`src/sv/sfb_pkg.sv`:
```
`timescale 1ns / 1ps

package sfb_pkg;

  localparam logic [7:0] FLAG_BYTE    = 8'h7E;
  localparam logic [7:0] ESC_BYTE     = 8'h7D;
  localparam logic [7:0] ESC_FLAG     = 8'h5E;
  localparam logic [7:0] ESC_ESC      = 8'h5D;
  localparam logic [7:0] ADDRESS_INIT = 8'h03;
  localparam logic [7:0] CONTROL_INIT = 8'h03;

  // Register indexes on the configuration port.
  localparam logic CFG_ADDRESS = 1'b0;
  localparam logic CFG_CONTROL = 1'b1;

  typedef struct packed {
    logic [7:0] payload_byte;
    logic       last_byte;
  } in_item_t;

  typedef struct packed {
    logic [7:0] out_byte;
    logic       run_last;
    logic       frame_end;
  } out_item_t;

  // Position inside the byte sequence caused by one input item.
  typedef enum logic [2:0] {
    SLOT_OPEN,
    SLOT_ADDR,
    SLOT_CTRL,
    SLOT_HCS,
    SLOT_DATA,
    SLOT_CHECK,
    SLOT_CLOSE
  } slot_t;

endpackage

```
`src/sv/stuffed_frame_builder.sv`:
```
`timescale 1ns / 1ps
// An item's first byte goes out via the work register and then the output register.
// Throughput: one output byte per cycle while the output is not stalled, set by the
// single byte emitter; an item causes 1 to 12 bytes, so a mid-frame unstuffed byte
// sustains one item per cycle and a stuffed one needs an escape byte before its code.
// Reset (synchronous, active high) closes any open frame, clears the payload check,
// empties the output register and sets address and control to 0x03.
module stuffed_frame_builder (
  input  logic                    clk,
  input  logic                    rst,
  input  logic                    cfg_we,
  input  logic                    cfg_index,
  input  logic [7:0]              cfg_data,
  input  logic                    in_valid,
  output logic                    in_ready,
  input  sfb_pkg::in_item_t       in_item,
  output logic                    out_valid,
  input  logic                    out_ready,
  output sfb_pkg::out_item_t      out_item
);

  logic [7:0] address_byte;
  logic [7:0] control_byte;
  logic       in_frame;
  logic [7:0] payload_check;

  // Work register: one item being turned into bytes.
  logic          busy;
  sfb_pkg::slot_t slot;
  sfb_pkg::slot_t slot_next;
  logic          esc_pending;
  logic [7:0]    work_addr;
  logic [7:0]    work_ctrl;
  logic [7:0]    work_data;
  logic [7:0]    work_check;
  logic          work_last;

  logic       emit;
  logic       in_fire;
  logic [7:0] raw_byte;
  logic       stuff_slot;
  logic [7:0] emit_byte;
  logic       slot_done;
  logic       item_done;
  logic [7:0] check_next;

  assign emit     = busy && (!out_valid || out_ready);
  assign in_ready = !busy || (emit && item_done);
  assign in_fire  = in_valid && in_ready;
  assign check_next = (in_frame ? payload_check : 8'h00) ^ in_item.payload_byte;

  // Output side of the sequencer.
  always_comb begin
    raw_byte   = sfb_pkg::FLAG_BYTE;
    stuff_slot = 1'b1;
    unique case (slot)
      sfb_pkg::SLOT_OPEN: begin
        raw_byte   = sfb_pkg::FLAG_BYTE;
        stuff_slot = 1'b0;
      end
      sfb_pkg::SLOT_ADDR:  raw_byte = work_addr;
      sfb_pkg::SLOT_CTRL:  raw_byte = work_ctrl;
      sfb_pkg::SLOT_HCS:   raw_byte = work_addr ^ work_ctrl;
      sfb_pkg::SLOT_DATA:  raw_byte = work_data;
      sfb_pkg::SLOT_CHECK: raw_byte = work_check;
      sfb_pkg::SLOT_CLOSE: begin
        raw_byte   = sfb_pkg::FLAG_BYTE;
        stuff_slot = 1'b0;
      end
      default: begin
        raw_byte   = sfb_pkg::FLAG_BYTE;
        stuff_slot = 1'b0;
      end
    endcase

    if (esc_pending) begin
      emit_byte = (raw_byte == sfb_pkg::FLAG_BYTE) ? sfb_pkg::ESC_FLAG : sfb_pkg::ESC_ESC;
      slot_done = 1'b1;
    end else if (stuff_slot &&
                 (raw_byte == sfb_pkg::FLAG_BYTE || raw_byte == sfb_pkg::ESC_BYTE)) begin
      emit_byte = sfb_pkg::ESC_BYTE;
      slot_done = 1'b0;
    end else begin
      emit_byte = raw_byte;
      slot_done = 1'b1;
    end

    item_done = slot_done &&
                ((slot == sfb_pkg::SLOT_DATA && !work_last) || slot == sfb_pkg::SLOT_CLOSE);
  end

  // Next-slot side of the sequencer.
  always_comb begin
    unique case (slot)
      sfb_pkg::SLOT_OPEN:  slot_next = sfb_pkg::SLOT_ADDR;
      sfb_pkg::SLOT_ADDR:  slot_next = sfb_pkg::SLOT_CTRL;
      sfb_pkg::SLOT_CTRL:  slot_next = sfb_pkg::SLOT_HCS;
      sfb_pkg::SLOT_HCS:   slot_next = sfb_pkg::SLOT_DATA;
      sfb_pkg::SLOT_DATA:  slot_next = sfb_pkg::SLOT_CHECK;
      sfb_pkg::SLOT_CHECK: slot_next = sfb_pkg::SLOT_CLOSE;
      sfb_pkg::SLOT_CLOSE: slot_next = sfb_pkg::SLOT_OPEN;
      default:             slot_next = sfb_pkg::SLOT_OPEN;
    endcase
  end

  always_ff @(posedge clk) begin
    if (rst) begin
      address_byte <= sfb_pkg::ADDRESS_INIT;
      control_byte <= sfb_pkg::CONTROL_INIT;
    end else if (cfg_we) begin
      unique case (cfg_index)
        sfb_pkg::CFG_ADDRESS: address_byte <= cfg_data;
        sfb_pkg::CFG_CONTROL: control_byte <= cfg_data;
        default: ;
      endcase
    end
  end

  // Frame state advances as each item is taken in.
  always_ff @(posedge clk) begin
    if (rst) begin
      in_frame      <= 1'b0;
      payload_check <= 8'h00;
    end else if (in_fire) begin
      in_frame      <= !in_item.last_byte;
      payload_check <= in_item.last_byte ? 8'h00 : check_next;
    end
  end

  always_ff @(posedge clk) begin
    if (rst) begin
      busy        <= 1'b0;
      slot        <= sfb_pkg::SLOT_OPEN;
      esc_pending <= 1'b0;
    end else if (in_fire) begin
      busy        <= 1'b1;
      slot        <= in_frame ? sfb_pkg::SLOT_DATA : sfb_pkg::SLOT_OPEN;
      esc_pending <= 1'b0;
    end else if (emit) begin
      if (!slot_done) begin
        esc_pending <= 1'b1;
      end else begin
        esc_pending <= 1'b0;
        slot        <= slot_next;
        if (item_done) begin
          busy <= 1'b0;
        end
      end
    end
  end

  always_ff @(posedge clk) begin
    if (in_fire) begin
      work_data  <= in_item.payload_byte;
      work_last  <= in_item.last_byte;
      work_check <= check_next;
      if (!in_frame) begin
        work_addr <= address_byte;
        work_ctrl <= control_byte;
      end
    end
  end

  always_ff @(posedge clk) begin
    if (rst) begin
      out_valid <= 1'b0;
    end else if (emit) begin
      out_valid <= 1'b1;
    end else if (out_ready) begin
      out_valid <= 1'b0;
    end
  end

  always_ff @(posedge clk) begin
    if (emit) begin
      out_item.out_byte  <= emit_byte;
      out_item.run_last  <= item_done;
      out_item.frame_end <= (slot == sfb_pkg::SLOT_CLOSE);
    end
  end

`ifndef SYNTH
  a_fire_loads_work: assert property (@(posedge clk) disable iff (rst)
    in_valid && in_ready |=> busy)
    else $error("accepted item did not load the work register");

  a_end_is_last: assert property (@(posedge clk) disable iff (rst)
    out_valid && out_item.frame_end |-> out_item.run_last && out_item.out_byte == sfb_pkg::FLAG_BYTE)
    else $error("closing flag not marked as last byte of its run");

  a_check_clear_idle: assert property (@(posedge clk) disable iff (rst)
    !in_frame |-> payload_check == 8'h00)
    else $error("payload check not cleared outside a frame");

  a_esc_only_busy: assert property (@(posedge clk) disable iff (rst)
    esc_pending |-> busy && slot != sfb_pkg::SLOT_OPEN && slot != sfb_pkg::SLOT_CLOSE)
    else $error("escape pending on a flag slot or while idle");

  a_esc_follows: assert property (@(posedge clk) disable iff (rst)
    $rose(esc_pending) |-> out_valid && out_item.out_byte == sfb_pkg::ESC_BYTE)
    else $error("escape state entered without an escape byte out");
`endif

endmodule
```
`config.mk`:
```
export PLATFORM = sky130hd
export DESIGN_NAME = stuffed_frame_builder
export DESIGN_NICKNAME = d
export VERILOG_FILES = /design/src/sv/sfb_pkg.sv /design/src/sv/stuffed_frame_builder.sv
export SDC_FILE = /design/constraint.sdc
export NUM_CORES = 1
export LEC_CHECK = 0
export BUFFER_PORTS_ARGS = -buffer_cell sky130_fd_sc_hd__buf_2
export CAP_MARGIN = 10
export CORE_ASPECT_RATIO = 0.6
export CORE_MARGIN = 3
export CORE_UTILIZATION = 30
export CTS_CLUSTER_DIAMETER = 150
export DETAILED_ROUTE_END_ITERATION = 16
export PLACE_DENSITY = 0.44
export SYNTH_ARGS = -nofsm -noshare
export SYNTH_HDL_FRONTEND = slang
export SYNTH_SLANG_ARGS = --single-unit
```
`constraint.sdc`:
```
create_clock -name clk -period 4.6 [get_ports clk]
set_clock_uncertainty 0.05 [all_clocks]
set_input_delay 0.23 -clock clk [delete_from_list [all_inputs] [get_ports clk]]
set_output_delay 0.23 -clock clk [all_outputs]
set_load 0.01 [all_outputs]
```
Word-level counts from Yosys, hierarchy flattened

Cells that the tools add are included.

Bits in registers: 74
Input port bits: 23
Output and inout bits: 12
Logic and storage cells: 75

Equal/unequal tests: 8
Mux-type cells: 21
Bitwise gates (word level): 4
Reduce and logical (&&, ||, !) cells: 26

Operator list:

| kind               | number |
|---|---|
| $pmux 8 s5         | 1 |
| $mux 8             | 4 |
| $pmux 3 s6         | 1 |
| $eq 8x7->1 const B | 2 |
| $xor 8x8->8        | 2 |
| $mux 3             | 4 |
| $mux 1             | 10 |
| $eq 3x3->1 const B | 3 |
| $reduce_and 2->1   | 4 |
| $reduce_bool 2->1  | 4 |
| $eq 3x2->1 const B | 2 |
| $logic_and 1x1->1  | 6 |
| $reduce_or 5->1    | 1 |
| $logic_not 1->1    | 4 |
| $logic_or 1x1->1   | 4 |
| $eq 3x1->1 const B | 1 |
| $logic_not 3->1    | 1 |
| $reduce_and 3->1   | 1 |
| $mux 2             | 1 |
| $not 1->1          | 2 |
| $reduce_or 2->1    | 1 |

Longest topological paths before layout

Gate-level depths: netlist (run 1).

Depth in word-level cells: 13
Depth in mapped cells: 11
Depth with buffers taken out: 8

Worst setup path after synthesis (run 1)

OpenSTA, ideal clock, no wires.

Kind: flip-flop to flip-flop
Start: register slot[1]
End: register work_addr[0] (enable)
Setup time: 388 ps
Arrival: 2,906 ps
Data required time: 4,162 ps
Slack: 1,256 ps
Cell stages (with the launch flop): 11
Path buffers: 2
Clock period less this slack: 3,344 ps
Cells stage by stage: dfxtp_1 > buf_6 > nor2b_1 > a221o_1 > a221oi_2 > a21o_2 > nor4_4 > a2111o_4 > and2_4 > buf_12 > nor2_1

Cells in the longest elaborated chain, start to end: 12
Elaborated cells on any way between the ends: 22
Those cells by class: 8 x eq/ne; 4 x mux; 10 x reduce/logical

Ends and longest elaborated chain:

| item                                | line                         | source |
|---|---|---|
| from (decl)                         | stuffed_frame_builder.sv:29  | `sfb_pkg::slot_t slot;` |
| from (signal assigned)              | stuffed_frame_builder.sv:133 | `slot <= sfb_pkg::SLOT_OPEN;` |
| from (signal assigned)              | stuffed_frame_builder.sv:137 | `slot <= in_frame ? sfb_pkg::SLOT_DATA : sfb_pkg::SLOT_OPEN;` |
| from (signal assigned)              | stuffed_frame_builder.sv:144 | `slot <= slot_next;` |
| $eq 3x3->1 (tied with other cells)  | stuffed_frame_builder.sv:56  | `unique case (slot)` |
| $pmux 8 s5                          | stuffed_frame_builder.sv:56  |  |
| $eq 8x7->1                          | stuffed_frame_builder.sv:80  | `(raw_byte == sfb_pkg::FLAG_BYTE \|\| raw_byte == sfb_pkg::ESC_BYTE)) begin` |
| $logic_or 1x1->1                    | stuffed_frame_builder.sv:80  |  |
| $logic_and 1x1->1                   | stuffed_frame_builder.sv:79  | `end else if (stuff_slot &&` |
| $mux 1                              | stuffed_frame_builder.sv:79  |  |
| $mux 1                              | stuffed_frame_builder.sv:76  | `if (esc_pending) begin` |
| $logic_and 1x1->1 *                 | stuffed_frame_builder.sv:88  | `item_done = slot_done &&` |
| $logic_and 1x1->1 *                 | stuffed_frame_builder.sv:48  | `assign in_ready = !busy \|\| (emit && item_done);` |
| $logic_or 1x1->1 *                  | stuffed_frame_builder.sv:48  |  |
| $logic_and 1x1->1 *                 | stuffed_frame_builder.sv:49  | `assign in_fire = in_valid && in_ready;` |
| $reduce_and 2->1 (no source line) * | --                           |  |
| to (signal assigned)                | stuffed_frame_builder.sv:158 | `work_addr <= address_byte;` |
| to (decl)                           | stuffed_frame_builder.sv:32  | `logic [7:0] work_addr;` |

Every way passes the cells marked *; elsewhere a longest branch is shown, timed or not.
A chain may end at the register's enable or synchronous reset.

Worst setup path after layout (run 1)

Start: register slot[1]
End: register work_addr[5] (enable)

Same word-level chain as after synthesis.

==> results of run 1 <==
logic make-up (layout without fill, tap and decap cells):
kind of cell	after synthesis	in the layout	share of synthesized area [%]
buffers and inverters	25	59	4.30
XOR/XNOR	13	13	3.63
AND/OR/NAND/NOR	119	119	18.7
flip-flops	74	74	57.1
multiplexers	4	4	1.35
AO/OA/AOI/OAI	72	72	14.8
routing by layer:
metal	global-route usage, %	vias to the layer above	share of wire [%]
li1	-	1159	-
met1	20.1	1074	53
met2	16.7	63	38
met3	4.09	7	7.8
met4	3.88	0	0.92
met5	0	-	0
state kept, by name (all words and copies together), names as in the netlist:
signal / flops
out_valid: 1
slot: 3
work_data: 8
work_addr: 8
out_item: 10
payload_check: 8
work_last: 1
work_check: 8
busy: 1
work_ctrl: 8
in_frame: 1
control_byte: 8
esc_pending: 1
address_byte: 8
worst register-to-register path, delay by kind of cell (launching register included):
kind | cells | cell delay, ns
AND/OR/NAND/NOR | 4 | 0.58
flip-flops | 1 | 0.89
buffers and inverters | 1 | 0.25
AO/OA/AOI/OAI | 4 | 1.46
layout make-up:
type / instances / area, um^2 / area share, %
clock buffers: 13 / 250 / 6.50
clock inverters: 3 / 15.0 / 0.390
inverters: 7 / 26.3 / 0.682
multi-input cells: 208 / 1290 / 33.5
flip-flops and latches: 74 / 1910 / 49.6
well taps: 139 / 174 / 4.51
repair buffers: 36 / 185 / 4.81
report_power, final:
| part | switching [uW] | total [uW] | internal (uW) |
|---|---|---|---|
| logic | 94.2 | 157 | 62.7 |
| clock network | 249 | 626 | 377 |
| registers | 23.9 | 766 | 742 |
final timing paths:
path / to / slack (ns) / cells after the start
worst max register to register: work_addr[5] / 1.06 / 9
worst max-delay path: work_addr[5] / 1.06 / 9
worst min-delay path: work_data[2] / 0.05 / 1
worst min register to register: work_ctrl[1] / 0.38 / 0
metrics by stage:
stage / utilization (%) / power [uW] / instance area [um^2] / setup slack [ns]
2_1_floorplan: - / 888 / 3350 / 1.26
3_3_place_gp: 33.5 / 938 / 3590 / 1.13
3_5_place_dp: 33.5 / 939 / 3590 / 1.06
4_1_cts: 36.0 / 1570 / 3850 / 1.04
5_1_grt: 36.0 / 1620 / 3850 / 0.821
6_report: 36.0 / 1550 / 3850 / 1.06
cell usage in the layout, fill, tap and decap left out, drive strengths merged, types with 3 or more instances in the layout:
master,instances
nor3,4
o22ai,6
xnor2,11
edfxtp,43
o21ai,12
mux2i,3
dfxtp,31
a21o,3
clkbuf,13
buf,36
a21oi,27
inv,7
a211oi,4
o221ai,3
nand2b,14
a22oi,4
nor2,6
clkinv,3
nor2b,9
nand3b,8
o211ai,5
nand4b,8
nand2,60
==> results.py, run 1 <==
metrics = {
    "status": {
        "outcome": "finished clean",
    },
    "synthesis": {
        "synth.cells.most_frequent": "60 x sky130_fd_sc_hd__nand2_1, 43 x sky130_fd_sc_hd__edfxtp_1, 31 x sky130_fd_sc_hd__dfxtp_1",
        "synth_edf_count": 43,
        "synthesis.instances": 307,
        "synthMostInstantiatedCell": "sky130_fd_sc_hd__nand2_1",
        "synthesis.area_per_instance_um2": 10.9,
        "yosysTopAreaCell": "sky130_fd_sc_hd__edfxtp_1",
        "ys.flop_type": "sky130_fd_sc_hd__edfxtp_1",
        "synthDominantCellAreaShare_pct": 38.6,
        "syn-num-nets": 330,
        "synth-warning-count": 0,
        "synth.yosys.seq_area_share_pct": 57.1,
        "synth.ff_latch_count": 74,
        "syn-cell-area_um2": 3350,
        "synth.top_cells.by_area": "sky130_fd_sc_hd__edfxtp_1 39%, sky130_fd_sc_hd__dfxtp_1 19%, sky130_fd_sc_hd__nand2_1 6.7%, sky130_fd_sc_hd__a21oi_1 4.0%, sky130_fd_sc_hd__nand2b_1 2.6%",
        "async_reset_ff_share_pct": 0,
        "ys_types": 49,
    },
    "critical_path": {
        "critical-path-top-delay-family": "compound AO/OA/AOI/OAI gates",
        "critical_path.reg2reg.startpoint": "slot[1]",
        "crit_path_max_fanout": 28,
        "timing_worst_setup_path_type": "flip-flop to flip-flop",
        "crit_chain": "nor2b_1 -> a221o_1 -> a221oi_2 -> a21o_2 -> nor4_4 -> a2111o_4 -> and2_4 -> nor2_1 -> buf_4",
        "crit_path_end_kind": "flip-flop",
        "worst-endpoint-arrival_ns": 3.51,
        "slowest_stage": "sky130_fd_sc_hd__dfxtp_1",
        "worst_path_largest_cell_delay_ns": 0.89,
        "cp-startpoint": "slot[1]",
        "number_of_buffers_and_inverters_on_the_critical_path": 1,
        "crit_required_ns": 4.57,
        "setup.worst_path.start_class": "flip-flop",
    },
    "placement": {
        "io_buffers": 34,
        "place.detailed.instances": 464,
        "place.detailed.hpwl_um": 5690,
        "gp_congestion": 0.734,
    },
    "detailed_routing": {
        "drtPass1Iterations": 4,
        "wl_per_cell_um": 15.8,
        "detailedRoute.firstIterationViolations": 149,
        "drt-total-wl_um": 7580,
        "antenna_violating_nets_post_route": 0,
        "drt-vias-per-instance": 4.80,
        "route.vias.total": 2303,
        "drcViolationCount": 0,
    },
    "clock_tree": {
        "tritoncts": "done",
        "cts-htree-levels": 3,
        "cts_inserted_buffers": 9,
        "post_cts_setup_buffer_count": 0,
        "cts_hold_buffers": 0,
        "ctsResizeCount": 0,
        "root_buffer": "sky130_fd_sc_hd__clkbuf_16",
        "cts_buffer_depth": 2,
        "path_clk_slew_ns": 0.06,
        "insertion_delay_ns": 0.33,
        "clock_sink_count": 74,
    },
    "die": {
        "num_io_pins": 35,
        "fp.coreArea_um2": 10700,
        "die_width_um": 142,
        "die_h_um": 87.8,
        "floorplan.die_area_um2": 12500,
        "row_count": 29,
        "initial_core_util_pct": 31.3,
    },
    "finish": {
        "diodes": 0,
        "num-nets-final": 359,
        "synthToLayoutAreaGrowth_pct": 15.1,
        "layout_cell_share_with_drive_strength_beyond_1_pct": 19.6,
        "stdcell_count": 480,
        "n_fill_cell": 1087,
    },
    "sta": {
        "report.final.setup_viol": 0,
        "final_period_minus_worst_setup_slack_ns": 3.54,
        "grt_setup_unrepaired": "no",
        "hold_ws_ns": 0.0509,
        "slew_viol_final": 0,
        "maxClockFrequency_mhz": 283,
        "max_slew_margin_pct": 41.1,
        "final_min_period_over_clock_period_pct": 76.9,
        "finalHoldViolations": 0,
        "worst_pin_slew_ns": 0.883,
        "totalNegativeSetupSlack_ns": 0,
    },
    "global_routing": {
        "number_of_antenna_violations_at_the_first_check_in_global_routing": 0,
        "globalRouteOverflowTotal": 0,
        "vias_in_the_first_global_route": 2206,
        "grtUsageTotal_pct": 12.9,
        "wire_length_of_the_first_global_routing_pass_um": 12100,
        "maximum_number_of_pins_on_one_net_before_global_route_repair": 30,
    },
    "power": {
        "cellLeakagePower_uw": 0.00138,
        "power_density_nw_per_um2": 402,
        "vdd_ir_drop_max_mv": 0.167,
    },
    "worst_hold_path": {
        "holdCritPathClass": "input port to flip-flop",
        "min_from": "in_item[3]",
    },
    "flow_run": {
        "number_of_max_cap_violations": 0,
    },
}
(Power assumes the default switching activity.)
==> run 2, diff against run 1 <==
Settings changed: ABC_AREA from default to 1, PLACE_DENSITY 0.44 to 0.46.
Clock period 4.6 ns to 3.1 ns, I/O delays scaled along.
==> run 2 against run 1 <==
- critical path depth increased by 4
- register-to-register slack lost 0.69 ns
- clock power increased by 66%
- combinational power rose by 110%
- sequential share of layout area is 4.1 points lower
- die area increased by 2.3%
- global-route usage up 0.81 points
- worst setup slack got worse by 0.69 ns
- power is 63% higher
==> results.py, run 2 <==
metrics = {
    "status": {
        "outcome": "finished clean",
    },
    "finish": {
        "largest_reg_flops": 10,
        "num-nets-final": 456,
        "synthToLayoutAreaGrowth_pct": 22.6,
        "layout_commonest_cell": "sky130_fd_sc_hd__nand2_1",
        "commonest_cells_after_routing_fill_and_taps_aside": "90 x sky130_fd_sc_hd__nand2_1, 56 x sky130_fd_sc_hd__nor2_1, 43 x sky130_fd_sc_hd__edfxtp_1",
        "layout_cell_share_with_drive_strength_beyond_1_pct": 20.1,
        "largest_register": "out_item",
        "diodes": 0,
    },
    "placement": {
        "gp_congestion": 0.863,
        "place.detailed.hpwl_um": 6170,
        "io_buffers": 34,
    },
    "sta": {
        "final_period_minus_worst_setup_slack_ns": 2.73,
        "slew_viol_final": 0,
        "worst_pin_slew_ns": 0.575,
        "maxClockFrequency_mhz": 366,
        "totalNegativeSetupSlack_ns": 0,
        "report.final.setup_viol": 0,
        "max_slew_margin_pct": 61.5,
        "finalHoldViolations": 0,
        "grt_setup_unrepaired": "no",
        "final_min_period_over_clock_period_pct": 88.0,
    },
    "synthesis": {
        "synth-warning-count": 0,
        "ys.flop_type": "sky130_fd_sc_hd__edfxtp_1",
        "synthesis.instances": 376,
        "synthMostInstantiatedCell": "sky130_fd_sc_hd__nand2_1",
        "syn-num-nets": 399,
        "synthesis.area_per_instance_um2": 9.12,
        "ys_types": 31,
        "yosysTopAreaCell": "sky130_fd_sc_hd__edfxtp_1",
        "synth.top_cells.by_area": "sky130_fd_sc_hd__edfxtp_1 38%, sky130_fd_sc_hd__dfxtp_1 18%, sky130_fd_sc_hd__nand2_1 9.9%, sky130_fd_sc_hd__nor2_1 6.1%, sky130_fd_sc_hd__nand3_1 5.4%",
        "synth.cells.most_frequent": "90 x sky130_fd_sc_hd__nand2_1, 56 x sky130_fd_sc_hd__nor2_1, 43 x sky130_fd_sc_hd__edfxtp_1",
        "synth_edf_count": 43,
        "syn-cell-area_um2": 3430,
        "synth.ff_latch_count": 74,
        "synthDominantCellAreaShare_pct": 37.7,
        "synth.yosys.seq_area_share_pct": 55.8,
        "async_reset_ff_share_pct": 0,
    },
    "die": {
        "die_width_um": 144,
        "num_io_pins": 35,
        "row_count": 29,
        "die_h_um": 88.8,
        "fp.coreArea_um2": 10800,
        "floorplan.die_area_um2": 12800,
        "initial_core_util_pct": 31.6,
    },
    "detailed_routing": {
        "antenna_violating_nets_post_route": 0,
        "drt-total-wl_um": 8050,
        "route.vias.total": 2633,
        "drtPass1Iterations": 4,
        "drt-vias-per-instance": 4.56,
        "drcViolationCount": 0,
        "wl_per_cell_um": 14.0,
        "detailedRoute.firstIterationViolations": 153,
    },
    "global_routing": {
        "number_of_antenna_violations_at_the_first_check_in_global_routing": 0,
        "maximum_number_of_pins_on_one_net_before_global_route_repair": 19,
        "wire_length_of_the_first_global_routing_pass_um": 13100,
        "vias_in_the_first_global_route": 2507,
        "globalRouteOverflowTotal": 0,
        "grtUsageTotal_pct": 13.7,
    },
    "clock_tree": {
        "clock_sink_count": 74,
        "root_buffer": "sky130_fd_sc_hd__clkbuf_16",
        "tritoncts": "done",
        "insertion_delay_ns": 0.34,
        "cts-htree-levels": 3,
        "cts_inserted_buffers": 9,
        "post_cts_setup_buffer_count": 0,
        "cts_buffer_depth": 2,
        "path_clk_slew_ns": 0.06,
    },
    "power": {
        "cellLeakagePower_uw": 0.00179,
        "power_density_nw_per_um2": 602,
        "power_uw": 2530,
        "vdd_ir_drop_max_mv": 0.268,
    },
    "flow_run": {
        "number_of_max_cap_violations": 0,
    },
    "critical_path": {
        "slowest_stage": "sky130_fd_sc_hd__dfxtp_1",
        "crit_path_max_fanout": 17,
        "crit_path_end_kind": "flip-flop",
        "worst_path_largest_cell_delay_ns": 0.65,
        "crit_chain": "buf_4 -> nor2_8 -> nand3_1 -> nand3_1 -> nor2_1 -> nand3_1 -> nor2_2 -> nand3_2 -> nand3_2 -> nand2_4 -> nand2_8 -> inv_1 -> buf_4",
        "crit_required_ns": 3.13,
        "setup.worst_path.start_class": "flip-flop",
        "timing_worst_setup_path_type": "flip-flop to flip-flop",
        "worst-endpoint-arrival_ns": 2.76,
        "critical-path-top-cell-by-count": "sky130_fd_sc_hd__nand3_1",
    },
    "worst_hold_path": {
        "holdCritPathClass": "input port to flip-flop",
    },
}
-- run 2: kinds of logic (layout without fill, tap and decap cells) --
group	Yosys count	after routing	share of synthesized area, %
simple gates	218	218	30.8
flops	74	74	55.8
buf+inv	48	110	7.12
compound gates	28	28	4.27
xor+xnor	8	8	2.04
-- run 2: path summary, 6_finish.rpt --
kind	startpoint	to	slack, ns	depth (start not counted)
hold reg to reg	address_byte[2]	work_addr[2]	0.38	0
setup / recovery	slot[1]	work_data[4]	0.37	13
hold / removal	cfg_data[6]	address_byte[6]	0.01	3
setup reg to reg	slot[1]	work_data[4]	0.37	13
-- run 2: what timing repair did --
action | in CTS | in global routing
gates resized for setup | 0 | 0
hold endpoints to repair | 17 | 0
hold buffers | 15 | 0
-- run 2: area by class of cell --
cell class	instances	area [um^2]
clock inverter	6	66.3
inverter	38	153
multi-input combinational	254	1270
sequential	74	1910
fill	1117	6650
timing repair buffer	56	385
tap	139	174
clock buffer	10	239
-- run 2: worst max-delay path: cells and delay by family (launching register included) --
family | cells | cell delay (ns)
buffers and inverters | 3 | 0.52
and+or+nand+nor | 10 | 1.24
DFF | 1 | 0.65
-- run 2: per-layer routing --
layer,share of wire [%],vias to the layer above,GRT usage (%)
li1,-,1354,-
met1,55,1201,21.4
met2,37,69,17.3
met3,6.6,9,4.64
met4,1.4,0,4.36
met5,0,-,0
-- run 2: power breakdown --
group | total [uW] | leakage [uW] | internal (uW) | switching [uW]
logic | 322 | 0.000984 | 116 | 206
clock network | 1040 | 0.000141 | 644 | 399
registers | 1170 | 0.000661 | 1120 | 43.9
total | 2530 | 0.00179 | 1880 | 648
-- run 2: metrics by stage --
step                      cell area [um^2]  util (%)  worst slack, ns  std cells  hold WS [ns]
after CTS                             4200      38.7            0.368        577       0.00595
after detailed placement              3750      34.5            0.385        546         0.314
after global routing                  4200      38.7            0.215        577        0.0206
after global placement                3750      34.5            0.412        546         0.313
final                                 4200      38.7            0.371        577        0.0134
after floorplan                       3430         -            0.699        376         0.204
==> run 3, diff against run 2 <==
Settings changed: PLACE_DENSITY 0.46 to default, PLACE_DENSITY_LB_ADDON from default to 0.25.
==> run 3 against run 2 <==
- sequential cell count is the same
- combinational power shrank 2%
- design area shrank 1.8%
- register-to-register slack gained 0.07 ns
- routed wire length shrank 3.2%
- sequential power is essentially flat
- cell count shrank 0.52%
- utilization shrank 0.68 points
- worst setup slack gained 0.069 ns
- maximum frequency grew 2.6%
- via count shrank 1.8%
- clock power shrank 11%
==> results.py, run 3 (synthesized netlist as in run 2, its figures left out) <==
metrics = {
    "detailed_routing": {
        "met1_length_um": 4360,
        "drt-total-wl_um": 7790,
        "antenna_violating_nets_post_route": 0,
        "detailedRoute.firstIterationViolations": 142,
        "highest-signal-layer": "met4",
        "drcViolationCount": 0,
        "drt-vias-per-instance": 4.50,
        "length_of_routed_met2_wiring_um": 2800,
        "wl_met3_um": 593,
        "route.vias.total": 2585,
        "wl_per_cell_um": 13.6,
        "drtPass1Iterations": 4,
    },
    "clock_tree": {
        "cts-htree-levels": 3,
        "insertion_delay_ns": 0.33,
        "cts_buffer_depth": 2,
        "clock_sink_count": 74,
        "path_clk_slew_ns": 0.05,
        "root_buffer": "sky130_fd_sc_hd__clkbuf_16",
        "cts_inserted_buffers": 9,
        "tritoncts": "done",
    },
    "critical_path": {
        "crit_required_ns": 3.14,
        "reg2reg_setup_slack_ns": 0.44,
        "worst-r2r-cell-count": 12,
        "crit_path_max_fanout": 15,
        "setup.worst_path.start_class": "flip-flop",
        "worst-endpoint-arrival_ns": 2.70,
        "timing_worst_setup_path_type": "flip-flop to flip-flop",
        "critical_path.reg2reg.startpoint": "slot[2]",
        "crit_path_end_kind": "flip-flop",
        "reg2reg_to": "work_data[6]",
    },
    "sta": {
        "maxClockFrequency_mhz": 376,
        "grt_setup_unrepaired": "no",
        "finalHoldViolations": 0,
        "slew_viol_final": 0,
        "max_slew_margin_pct": 50.4,
        "report.final.setup_viol": 0,
        "final_min_period_over_clock_period_pct": 85.8,
        "totalNegativeSetupSlack_ns": 0,
        "final_period_minus_worst_setup_slack_ns": 2.66,
        "worst_pin_slew_ns": 0.744,
    },
    "finish": {
        "stdcell_area_um2": 4130,
        "synthToLayoutAreaGrowth_pct": 20.4,
        "layout_cell_share_with_drive_strength_beyond_1_pct": 20.0,
        "layout_commonest_cell": "sky130_fd_sc_hd__nand2_1",
        "largest_reg_flops": 10,
        "largest_register": "out_item",
        "num-nets-final": 453,
        "commonest_cells_after_routing_fill_and_taps_aside": "90 x sky130_fd_sc_hd__nand2_1, 56 x sky130_fd_sc_hd__nor2_1, 43 x sky130_fd_sc_hd__edfxtp_1",
        "stdcell_count": 574,
        "diodes": 0,
    },
    "power": {
        "cellLeakagePower_uw": 0.00177,
        "vdd_ir_drop_max_mv": 0.259,
        "power_density_nw_per_um2": 584,
    },
    "die": {
        "initial_core_util_pct": 31.6,
        "fp.coreArea_um2": 10800,
        "num_io_pins": 35,
        "die_h_um": 88.8,
        "die_width_um": 144,
        "floorplan.die_area_um2": 12800,
        "row_count": 29,
    },
    "global_routing": {
        "grtUsageTotal_pct": 13.2,
        "wire_length_of_the_first_global_routing_pass_um": 13000,
        "maximum_number_of_pins_on_one_net_before_global_route_repair": 24,
        "vias_in_the_first_global_route": 2526,
        "number_of_antenna_violations_at_the_first_check_in_global_routing": 0,
        "globalRouteOverflowTotal": 0,
    },
    "placement": {
        "gp_congestion": 0.933,
        "place.detailed.hpwl_um": 6100,
        "io_buffers": 34,
        "post_place_instance_area_um2": 3760,
        "place.detailed.instances": 548,
    },
    "status": {
        "outcome": "finished clean",
    },
    "worst_hold_path": {
        "worstHoldEndpoint": "address_byte[7]",
        "min_from": "cfg_data[7]",
        "holdCritPathClass": "input port to flip-flop",
        "worst_hold_path.num_cells": 3,
    },
    "flow_run": {
        "number_of_max_cap_violations": 0,
    },
}
==> run 3: what timing repair did <==
action                    CTS  global route
gates resized for setup     0             0
setup buffers               0             0
hold endpoints to repair   10             0
hold buffers               10             0
==> run 3: through the flow <==
step                utilization [%]  setup WS, ns  total power (uW)  hold slack (ns)
finish                         38.0         0.440              2410           0.0164
global placement               34.7         0.530              1490            0.317
CTS                            38.0         0.457              2440          0.00505
global route                   38.0         0.172              2540           0.0175
floorplan                         -         0.699              1390            0.204
detailed placement             34.7         0.481              1490            0.318
==> run 3: how the worst max path moves through the flow <==
stage                     startpoint            end  slack (ns)  depth (start not counted)
final                        slot[2]   work_data[6]        0.44                         12
after detailed placement     slot[0]   work_data[7]        0.48                         14
after floorplan                 busy  work_check[0]        0.70                          7
after global placement       slot[0]   work_data[7]        0.53                         13
after global routing         slot[2]      work_last        0.17                         12
after CTS                    slot[0]  work_check[3]        0.46                         14
==> run 3: layer usage <==
layer  up-vias  GRT usage [%]
met4         0           3.08
met5         -              0
met2        70           17.4
li1       1335              -
met1      1174           20.0
met3         6           5.13
==> run 3: layout make-up <==
class                   instances  area, um^2
flip-flops and latches         74        1910
multi-input cells             254        1270
inverters                      38         153
clock buffers                  13         250
well taps                     139         174
clock inverters                 3        16.3
repair buffers                 53         350
fillers                      1088        6720
==> run 3: worst max-delay path: stages (launching register included) <==
cell                      delay [ns]
sky130_fd_sc_hd__dfxtp_1        0.68
sky130_fd_sc_hd__inv_2          0.21
sky130_fd_sc_hd__nand3_1        0.19
sky130_fd_sc_hd__nand3_1        0.08
sky130_fd_sc_hd__nor2_1         0.17
sky130_fd_sc_hd__nand2_1        0.11
sky130_fd_sc_hd__a21oi_2        0.19
sky130_fd_sc_hd__nand3_2        0.11
sky130_fd_sc_hd__nand3_2        0.09
sky130_fd_sc_hd__nand2_4        0.09
sky130_fd_sc_hd__nand2_8        0.15
sky130_fd_sc_hd__inv_1          0.12
sky130_fd_sc_hd__buf_12         0.17
==> run 3: power by group <==
group	internal (uW)	total, uW	switching (uW)
clock network	561	927	366
logic	114	314	200
registers	1120	1170	44.9
